### src/rtl/ffba_pkg.sv
// Shared types, constants and codes of the first-fit block allocator.
package ffba_pkg;

    localparam int MAX_BLOCKS = 64;
    localparam int OFF_W      = 20;
    localparam int HDR_BYTES  = 16;

    localparam int HDR    = (HDR_BYTES + 7) & ~7;
    localparam int IDX_W  = (MAX_BLOCKS > 1) ? $clog2(MAX_BLOCKS) : 1;
    localparam int CNT_W  = $clog2(MAX_BLOCKS + 1);
    localparam int ROOM_W = OFF_W + 1;
    localparam int SZ_W   = 33;
    localparam int CMP_W  = 34;

    localparam logic [31:0]      HDR_ADDR   = 32'(HDR);
    localparam logic [SZ_W-1:0]  ALIGN_LOW  = SZ_W'(7);
    localparam logic [SZ_W-1:0]  ALIGN_MASK = ~ALIGN_LOW;
    localparam logic [CMP_W-1:0] HEAP_LIMIT = CMP_W'(1) << OFF_W;
    localparam logic [CNT_W-1:0] CNT_MAX    = CNT_W'(MAX_BLOCKS);

    // Configuration register indexes.
    localparam logic REG_HEAP_START = 1'b0;
    localparam logic REG_HEAP_END   = 1'b1;

    typedef enum logic {
        OP_ALLOC = 1'b0,
        OP_FREE  = 1'b1
    } op_t;

    typedef enum logic [2:0] {
        ST_OK      = 3'd0,
        ST_EMPTY   = 3'd1,
        ST_NO_HEAP = 3'd2,
        ST_FULL    = 3'd3,
        ST_UNKNOWN = 3'd4
    } status_t;

    typedef enum logic [2:0] {
        S_IDLE,
        S_CALC,
        S_SCAN,
        S_HIT,
        S_FIT,
        S_CARVE,
        S_DONE
    } state_t;

    typedef struct packed {
        logic [OFF_W-1:0] offset;
        logic [OFF_W-1:0] size;
        logic             is_free;
    } entry_t;

    localparam int ENTRY_W = $bits(entry_t);

    typedef struct packed {
        logic             we;
        logic [IDX_W-1:0] waddr;
        entry_t           wdata;
        logic             re;
        logic [IDX_W-1:0] raddr;
    } mem_req_t;

    typedef struct packed {
        logic [31:0] address;
        status_t     status;
    } res_t;

endpackage

### src/rtl/first_fit_block_allocator.sv
// Top level of the first-fit block allocator: config registers, sequencer, table, result register.
//
//  channel  direction  handshake            payload
//  cfg      in         cfg_we               cfg_index, cfg_wdata (heap_start, heap_end)
//  in       in         in_valid / in_stall  op, req_size, address
//  out      out        out_valid / out_stall result_address, status
//
// An item runs from acceptance to its result as follows: one entry
// of the block table is read per cycle through the table's single read port,
// newest to oldest for an allocate and oldest first for a free, then a write-back
// or two carve steps and the hand-off. Zero-size and null-free items skip the scan;
// the input opens again in the cycle after a result is handed off.
// Reset clears the block count and bump pointer; table entries are never read
// above the count, so the table needs no clearing pass.
// in_stall is high while an item is in work; the result register lets the
// next item in while a finished result waits on out_stall.
module first_fit_block_allocator
    import ffba_pkg::*;
(
    input  logic        clk,
    input  logic        rst_n,
    input  logic        cfg_we,
    input  logic        cfg_index,
    input  logic [31:0] cfg_wdata,
    input  logic        in_valid,
    output logic        in_stall,
    input  logic        op,
    input  logic [31:0] req_size,
    input  logic [31:0] address,
    output logic        out_valid,
    input  logic        out_stall,
    output logic [31:0] result_address,
    output logic [2:0]  status
);

    logic [31:0] heap_start_reg;
    logic [31:0] heap_end_reg;
    logic        out_valid_reg;
    logic [31:0] result_address_reg;
    status_t     status_reg;

    logic     busy;
    logic     in_accept;
    mem_req_t mem_req;
    entry_t   mem_rdata;
    logic     res_valid;
    logic     res_ready;
    res_t     res;

    assign in_accept = in_valid && !in_stall;
    assign in_stall  = busy;

    // Result register frees when empty or drained this cycle.
    assign res_ready = !out_valid_reg || !out_stall;

    // Configuration registers; writes must arrive only while the block is idle (not enforced here).
    always_ff @(posedge clk or negedge rst_n)
    begin
        if (!rst_n)
        begin
            heap_start_reg <= '0;
            heap_end_reg   <= '0;
        end
        else if (cfg_we)
        begin
            if (cfg_index == REG_HEAP_START)
            begin
                heap_start_reg <= cfg_wdata;
            end
            else
            begin
                heap_end_reg <= cfg_wdata;
            end
        end
    end

    // Output valid: load on a finished item, drop once taken.
    always_ff @(posedge clk or negedge rst_n)
    begin
        if (!rst_n)
        begin
            out_valid_reg <= 1'b0;
        end
        else if (res_valid && res_ready)
        begin
            out_valid_reg <= 1'b1;
        end
        else if (!out_stall)
        begin
            out_valid_reg <= 1'b0;
        end
    end

    // Hold payload while stalled.
    always_ff @(posedge clk)
    begin
        if (res_valid && res_ready)
        begin
            result_address_reg <= res.address;
            status_reg         <= res.status;
        end
    end

    assign out_valid      = out_valid_reg;
    assign result_address = result_address_reg;
    assign status         = status_reg;

    ffba_ctrl u_ctrl (
        .clk        (clk),
        .rst_n      (rst_n),
        .start      (in_accept),
        .in_op      (op_t'(op)),
        .in_req     (req_size),
        .in_addr    (address),
        .heap_start (heap_start_reg),
        .heap_end   (heap_end_reg),
        .busy       (busy),
        .mem_req    (mem_req),
        .mem_rdata  (mem_rdata),
        .res_valid  (res_valid),
        .res_ready  (res_ready),
        .res        (res)
    );

    ffba_ram #(
        .DEPTH (MAX_BLOCKS),
        .WIDTH (ENTRY_W),
        .AW    (IDX_W)
    ) u_table (
        .clk   (clk),
        .we    (mem_req.we),
        .waddr (mem_req.waddr),
        .wdata (mem_req.wdata),
        .re    (mem_req.re),
        .raddr (mem_req.raddr),
        .rdata (mem_rdata)
    );

    // An accepted item keeps the input side closed on the next cycle.
    a_busy_after_accept: assert property (
        @(posedge clk) disable iff (!rst_n)
        in_accept |=> in_stall
    ) else $error("input taken again right after an accept");

    // A failed request never carries an address.
    a_fail_no_address: assert property (
        @(posedge clk) disable iff (!rst_n)
        out_valid && (status != ST_OK) |-> result_address == '0
    ) else $error("non-ok status with nonzero address");

    // A handed-over result shows up on the output with its address.
    a_result_loaded: assert property (
        @(posedge clk) disable iff (!rst_n)
        res_valid && res_ready |=> out_valid && (result_address == $past(res.address))
    ) else $error("finished item lost on the way to the output");

endmodule

### src/rtl/ffba_ram.sv
// Single-port-write, single-port-read block table memory with registered read data.
module ffba_ram #(
    parameter int DEPTH = 64,
    parameter int WIDTH = 41,
    parameter int AW    = 6
) (
    input  logic             clk,
    input  logic             we,
    input  logic [AW-1:0]    waddr,
    input  logic [WIDTH-1:0] wdata,
    input  logic             re,
    input  logic [AW-1:0]    raddr,
    output logic [WIDTH-1:0] rdata
);

    logic [WIDTH-1:0] mem [DEPTH];

    always_ff @(posedge clk)
    begin
        if (we)
        begin
            mem[waddr] <= wdata;
        end
        if (re)
        begin
            rdata <= mem[raddr];
        end
    end

endmodule

### src/rtl/ffba_ctrl.sv
// Request sequencer: table scan, write-back, carving and the allocator counters.
module ffba_ctrl
    import ffba_pkg::*;
(
    input  logic        clk,
    input  logic        rst_n,
    input  logic        start,
    input  op_t         in_op,
    input  logic [31:0] in_req,
    input  logic [31:0] in_addr,
    input  logic [31:0] heap_start,
    input  logic [31:0] heap_end,
    output logic        busy,
    output mem_req_t    mem_req,
    input  entry_t      mem_rdata,
    output logic        res_valid,
    input  logic        res_ready,
    output res_t        res
);

    state_t            state_reg, state_next;
    op_t               op_reg, op_next;
    logic [31:0]       req_reg, req_next;
    logic [31:0]       addr_reg, addr_next;
    logic [SZ_W-1:0]   sz_reg, sz_next;
    logic [31:0]       start_reg, start_next;
    logic [31:0]       diff_reg, diff_next;
    logic              under_reg, under_next;
    logic [CNT_W-1:0]  count_reg, count_next;
    logic [ROOM_W-1:0] bump_reg, bump_next;
    logic [IDX_W-1:0]  idx_reg, idx_next;
    logic [CNT_W-1:0]  remain_reg, remain_next;
    logic              pend_reg, pend_next;
    logic [IDX_W-1:0]  rdidx_reg, rdidx_next;
    logic [IDX_W-1:0]  hit_idx_reg, hit_idx_next;
    entry_t            hit_entry_reg, hit_entry_next;
    logic              heap_fail_reg, heap_fail_next;
    logic [CMP_W-1:0]  avail_reg, avail_next;
    logic [CMP_W-1:0]  total_reg, total_next;
    res_t              res_reg, res_next;

    logic             alloc_fit;
    logic             free_match;
    logic             hit;
    logic             issue;
    logic             is_zero;
    logic [CMP_W-1:0] diff_w;
    logic [CMP_W-1:0] room_w;
    logic [CMP_W-1:0] bump_w;

    assign alloc_fit  = mem_rdata.is_free && (SZ_W'(mem_rdata.size) >= sz_reg);
    assign free_match = (heap_start + 32'(mem_rdata.offset)) == start_reg;
    assign hit        = pend_reg && ((op_reg == OP_FREE) ? free_match : alloc_fit);
    assign issue      = remain_reg != '0;
    assign is_zero    = (op_reg == OP_ALLOC) ? (req_reg == '0) : (addr_reg == '0);

    // Usable heap span, capped by the offset field.
    assign diff_w = CMP_W'(diff_reg);
    assign room_w = (diff_w > HEAP_LIMIT) ? HEAP_LIMIT : diff_w;
    assign bump_w = CMP_W'(bump_reg);

    assign busy      = state_reg != S_IDLE;
    assign res_valid = state_reg == S_DONE;
    assign res       = res_reg;

    always_ff @(posedge clk or negedge rst_n)
    begin
        if (!rst_n)
        begin
            state_reg <= S_IDLE;
            count_reg <= '0;
            bump_reg  <= '0;
            pend_reg  <= 1'b0;
        end
        else
        begin
            state_reg <= state_next;
            count_reg <= count_next;
            bump_reg  <= bump_next;
            pend_reg  <= pend_next;
        end
    end

    always_ff @(posedge clk)
    begin
        op_reg        <= op_next;
        req_reg       <= req_next;
        addr_reg      <= addr_next;
        sz_reg        <= sz_next;
        start_reg     <= start_next;
        diff_reg      <= diff_next;
        under_reg     <= under_next;
        idx_reg       <= idx_next;
        remain_reg    <= remain_next;
        rdidx_reg     <= rdidx_next;
        hit_idx_reg   <= hit_idx_next;
        hit_entry_reg <= hit_entry_next;
        heap_fail_reg <= heap_fail_next;
        avail_reg     <= avail_next;
        total_reg     <= total_next;
        res_reg       <= res_next;
    end

    always_comb
    begin
        state_next     = state_reg;
        op_next        = op_reg;
        req_next       = req_reg;
        addr_next      = addr_reg;
        sz_next        = sz_reg;
        start_next     = start_reg;
        diff_next      = diff_reg;
        under_next     = under_reg;
        count_next     = count_reg;
        bump_next      = bump_reg;
        idx_next       = idx_reg;
        remain_next    = remain_reg;
        pend_next      = pend_reg;
        rdidx_next     = rdidx_reg;
        hit_idx_next   = hit_idx_reg;
        hit_entry_next = hit_entry_reg;
        heap_fail_next = heap_fail_reg;
        avail_next     = avail_reg;
        total_next     = total_reg;
        res_next       = res_reg;
        mem_req        = '0;

        unique case (state_reg)
            S_IDLE:
            begin
                if (start)
                begin
                    op_next    = in_op;
                    req_next   = in_req;
                    addr_next  = in_addr;
                    state_next = S_CALC;
                end
            end

            S_CALC:
            begin
                sz_next     = ({1'b0, req_reg} + ALIGN_LOW) & ALIGN_MASK;
                start_next  = addr_reg - HDR_ADDR;
                diff_next   = heap_end - heap_start;
                under_next  = heap_end < heap_start;
                remain_next = count_reg;
                pend_next   = 1'b0;
                // allocate walks newest to oldest, free walks oldest up
                idx_next    = (op_reg == OP_FREE) ? '0 : IDX_W'(count_reg - CNT_W'(1));
                if (is_zero)
                begin
                    res_next.address = '0;
                    res_next.status  = ST_EMPTY;
                    state_next       = S_DONE;
                end
                else
                begin
                    state_next = S_SCAN;
                end
            end

            S_SCAN:
            begin
                if (hit)
                begin
                    hit_idx_next   = rdidx_reg;
                    hit_entry_next = mem_rdata;
                    pend_next      = 1'b0;
                    state_next     = S_HIT;
                end
                else
                begin
                    mem_req.re  = issue;
                    mem_req.raddr = idx_reg;
                    pend_next   = issue;
                    rdidx_next  = idx_reg;
                    remain_next = remain_reg - CNT_W'(issue);
                    if (issue)
                    begin
                        idx_next = (op_reg == OP_FREE) ? idx_reg + IDX_W'(1)
                                                       : idx_reg - IDX_W'(1);
                    end
                    if (!issue && !pend_reg)
                    begin
                        if (op_reg == OP_FREE)
                        begin
                            res_next.address = '0;
                            res_next.status  = ST_UNKNOWN;
                            state_next       = S_DONE;
                        end
                        else
                        begin
                            state_next = S_FIT;
                        end
                    end
                end
            end

            S_HIT:
            begin
                mem_req.we              = 1'b1;
                mem_req.waddr           = hit_idx_reg;
                mem_req.wdata.offset    = hit_entry_reg.offset;
                mem_req.wdata.size      = hit_entry_reg.size;
                mem_req.wdata.is_free   = op_reg == OP_FREE;
                res_next.status         = ST_OK;
                res_next.address        = (op_reg == OP_FREE) ? '0 :
                    heap_start + 32'(hit_entry_reg.offset) + HDR_ADDR;
                state_next              = S_DONE;
            end

            S_FIT:
            begin
                heap_fail_next = under_reg || (bump_w > room_w);
                avail_next     = room_w - bump_w;
                total_next     = CMP_W'(sz_reg) + CMP_W'(HDR);
                state_next     = S_CARVE;
            end

            S_CARVE:
            begin
                res_next.address = '0;
                if (heap_fail_reg || (total_reg > avail_reg))
                begin
                    res_next.status = ST_NO_HEAP;
                end
                else if (count_reg >= CNT_MAX)
                begin
                    res_next.status = ST_FULL;
                end
                else
                begin
                    mem_req.we            = 1'b1;
                    mem_req.waddr         = IDX_W'(count_reg);
                    mem_req.wdata.offset  = OFF_W'(bump_reg);
                    mem_req.wdata.size    = OFF_W'(sz_reg);
                    mem_req.wdata.is_free = 1'b0;
                    count_next            = count_reg + CNT_W'(1);
                    bump_next             = ROOM_W'(bump_w + total_reg);
                    res_next.status       = ST_OK;
                    res_next.address      = heap_start + 32'(bump_reg) + HDR_ADDR;
                end
                state_next = S_DONE;
            end

            S_DONE:
            begin
                if (res_ready)
                begin
                    state_next = S_IDLE;
                end
            end

            default:
            begin
                state_next = S_IDLE;
            end
        endcase
    end

endmodule
### config.mk
export PLATFORM = sky130hd
export DESIGN_NAME = first_fit_block_allocator
export DESIGN_NICKNAME = d
export VERILOG_FILES = /design/src/rtl/ffba_pkg.sv /design/src/rtl/first_fit_block_allocator.sv /design/src/rtl/ffba_ram.sv /design/src/rtl/ffba_ctrl.sv
export SDC_FILE = /design/constraint.sdc
export NUM_CORES = 2
export LEC_CHECK = 0
export BUFFER_PORTS_ARGS = -buffer_cell sky130_fd_sc_hd__buf_2
export CAP_MARGIN = 20
export CORE_UTILIZATION = 25
export DETAILED_ROUTE_END_ITERATION = 8
export GPL_ROUTABILITY_DRIVEN = 0
export SLEW_MARGIN = 20
export SYNTH_ARGS = -nofsm -noshare
export SYNTH_HDL_FRONTEND = slang
export SYNTH_HIERARCHICAL = 1
export SYNTH_SLANG_ARGS = --single-unit
### constraint.sdc
create_clock -name clk -period 8.12 [get_ports clk]
set_clock_uncertainty 0.05 [all_clocks]
set_input_delay 0 -clock clk [delete_from_list [all_inputs] [get_ports clk]]
set_output_delay 0 -clock clk [all_outputs]
set_load 0.01 [all_outputs]
==> results.yml <==
outcome:
  outcome: "complete, no violations"
setup_path:
  regToRegSetupSlack_ns: 0.30
  cp_cell_sequence: "ha_1 > fa_1 > xor3_1 > a31oi_1 > o311ai_1 > nor4_1 > nand4_1 > a2111oi_1 > nand4_1 > nor4_1 > a41oi_1 > o21a_4 > and2_2 > buf_12 > and2_4 > buf_4 > buf_4 > a221oi_1 > a221oi_2"
  reg2reg_depth: 19
  max_stage_delay_ns: 0.91
  r2r-end: "u_table/rdata[36]"
  cp-end-kind: "register"
  startpoint_type: "register"
  required_ns: 8.63
  worst-setup-path-type: "reg2reg"
  worstPathArrival_ns: 8.33
  critPathMaxFanout: 33
  cpMaxStageDelayCell: "a221oi_1"
  timing.rr.start: "heap_start_reg[0]"
synthesis:
  synth-async-reset-ratio_pct: 3.01
  synth_edf_count: 3025
  synth_compound_area_share_pct: 4.97
  synthSimpleGateAreaFrac_pct: 3.36
  synthFlopType: "edfxtp_1"
  ys_ff_latch: 3119
  synth.avg_cell_area_um2: 19.3
  synth_xor_area_share_pct: 1.50
  synth_mux_area_share_pct: 12.7
  syn_inst: 6591
  seq_area_frac_synth_pct: 73.4
  synth_top_family_by_area: "multiplexers"
  synth-adder-area-share_pct: 2.29
  netlist_area_um2: 127000
  synth_cell_types: 89
  yosys_warnings: 6
  synth.net_count: 6922
timing:
  rsz0062_at_grt: "false"
  slew_headroom_pct: 22.1
  hold_violations: 0
  tightest_slew_ns: 1.16
  setup_violations: 0
  fmax_mhz: 128
  setup_ws_ns: 0.296
  hold_ws_ns: 0.0442
  slew_violations: 0
  fin_crit_sh_pct: 96.4
  layout_min_cycle_time_ns: 7.82
  setup-tns-final_ns: 0
cts:
  cts_made_buffers: 323
  cts_setup_buffers: 0
  clk_pin_slew_ns: 0.06
  clock_latency_ns: 0.96
  htreeDepth: 5
  cts.sinks: 3119
  clockBufferDepth: 4
  cts_tree: "built"
  cts_root_buf: "clkbuf_16"
route:
  drt_iter0_drc: 9714
  viasPerCell: 4.90
  drt_wl_total_um: 367000
  vias: 69700
  antenna_left: 0
  avgRoutedWirePerCell_um: 25.8
  drt_pre_antenna_iters: 6
  drc: 0
power:
  p_seq_share_pct: 39.9
  p_int_uw: 33300
  power.density_nw_per_um2: 330
  p_leak_uw: 0.0487
  p_switching_uw: 16400
  pwr-share-comb_pct: 30.6
  swShare_pct: 33.0
  ir_worst_vdd_v: 0.000293
  clkPwrFrac_pct: 29.5
die:
  die_y_um: 715
  coreArea_um2: 506000
  rows: 261
  dieArea_um2: 511000
  die-width_um: 715
  initial_utilization_pct: 25.1
  pin_count: 140
cells_and_area:
  utilization_pct: 29.8
  drive_gt1_share_pct: 24.1
  largest_reg_flops: 2624
  area_growth_pct: 18.8
  layout.nets: 7587
global_route:
  grt_pass1_wl_um: 519000
  grt_antenna_before_repair: 25
  grt_pass1_vias: 69300
  track_usage_pct: 13.9
  grt_max_degree: 128
  overflow: 0
job:
  cap_violations: 0
hold_path:
  whs_path_depth: 3
  holdPathEnd: "heap_start_reg[0]"
  hold_class: "in2reg"
  hold_path_startpoint: "cfg_wdata[0]"
placed_design:
  hpwl_um: 228000
  numPortBuffers: 139
  pre_cts_slack_ns: -0.535
## power groups by stage
stage | Clock (uW) | Combinational [uW] | Sequential [uW]
2_1_floorplan | 0 | 9450 | 19800
3_3_place_gp | 0 | 14700 | 20200
3_5_place_dp | 0 | 14900 | 20200
4_1_cts | 14900 | 15100 | 19800
5_1_grt | 15500 | 16000 | 19900
6_report | 14700 | 15200 | 19800
## worst max path at each step
stage | startpoint | endpoint | slack, ns | cells past startpoint
2_1_floorplan | u_ctrl/total_reg[27] | u_table/mem[49][0] | 1.69 | 14
4_1_cts | heap_start_reg[0] | u_table/rdata[38] | 0.26 | 20
3_3_place_gp | heap_start_reg[0] | u_table/rdata[37] | -1.47 | 21
6_report | heap_start_reg[0] | u_table/rdata[36] | 0.30 | 19
3_5_place_dp | heap_start_reg[0] | u_table/rdata[38] | -0.54 | 18
5_1_grt | heap_start_reg[0] | u_table/rdata[27] | 0.11 | 19
## cells in the mapped netlist, drive strengths merged, types with 76 or more instances
cell type,count,area [um2]
a221oi,79,717
o21ai,144,732
dfrtp,94,2350
a22o,77,674
mux4,654,14700
o22ai,111,694
clkbuf,124,465
nand3,76,380
nand2,179,672
nor2,246,928
xor2,79,692
a21oi,182,922
xnor2,136,1190
ha,221,2770
inv,172,646
edfxtp,3025,90800
buf,177,1150
## cells by family after synthesis
kind of cell,count (synthesis)
compound gates,914
xor+xnor,216
fa+ha+maj,228
buf+inv,473
flops,3119
mux,777
simple gates,864
## final cells by class
type / count / area [um2]
clock inverters: 188 / 2050
clock buffers: 391 / 8440
diodes: 8 / 20.0
fillers: 48800 / 355000
flip-flops and latches: 3119 / 93200
well taps: 6706 / 8390
repair buffers: 640 / 5450
inverters: 172 / 646
multi-input cells: 3000 / 32600
## repair_timing
item,4_1_cts,5_1_grt
hold buffers,205,0
cloned,1,0
endpoints found under the setup margin,6,6
gates resized for setup,3,8
endpoints found under the hold margin,227,0
pin swaps,1,0
## metal layers
metal	routed length, um	track usage (%)	up-vias
met3	32400	2.17	623
met1	149000	19.0	37100
met4	12000	4.08	12
li1	-	-	28400
met5	82	0	-
met2	174000	22.9	3531
## through the flow
stage	power [uW]	instance area, um2	instances
floorplan	29300	127000	6591
global placement	34800	138000	13400
finish	49700	151000	14200
CTS	49800	151000	14200
global route	51400	151000	14200
detailed placement	35100	138000	13400
## cell usage in the layout, fill, tap and decap left out, types with 32 or more instances in the layout
| cell type | Yosys | routed |
|---|---|---|
| inv_1 | 171 | 171 |
| nand2_1 | 179 | 179 |
| a22o_1 | 77 | 75 |
| nor3_1 | 66 | 63 |
| clkbuf_1 | 124 | 61 |
| o21ai_0 | 136 | 105 |
| and2_1 | 41 | 32 |
| mux2_2 | 63 | 63 |
| mux4_2 | 654 | 654 |
| buf_2 | 85 | 141 |
| ha_1 | 221 | 221 |
| xor2_1 | 79 | 79 |
| nor2b_1 | 39 | 35 |
| nand3_1 | 76 | 76 |
| clkbuf_16 | 0 | 326 |
| nand4_1 | 47 | 47 |
| dfrtp_1 | 94 | 94 |
| o22ai_1 | 111 | 110 |
| clkinv_2 | 0 | 63 |
| a21oi_1 | 179 | 177 |
| a21o_1 | 53 | 53 |
| a221oi_1 | 75 | 60 |
| a22oi_1 | 50 | 50 |
| xnor2_1 | 136 | 136 |
| clkinv_1 | 0 | 54 |
| mux2i_1 | 52 | 52 |
| nor2_1 | 244 | 178 |
| nor2_4 | 0 | 66 |
| buf_4 | 46 | 258 |
| and3_1 | 40 | 34 |
| dlygate4sd3_1 | 0 | 204 |
| edfxtp_1 | 3025 | 3025 |
## critical path, delay by kind of cell, from the launching register on
kind	cells	cell delay, ns
AO/OA/AOI/OAI	7	2.91
XOR/XNOR	1	0.42
adder cells (fa/ha/maj)	2	0.70
AND/OR/NAND/NOR	6	1.97
buffers and inverters	3	0.91
flip-flops	1	0.43
Power figures use the tool's default switching activity.
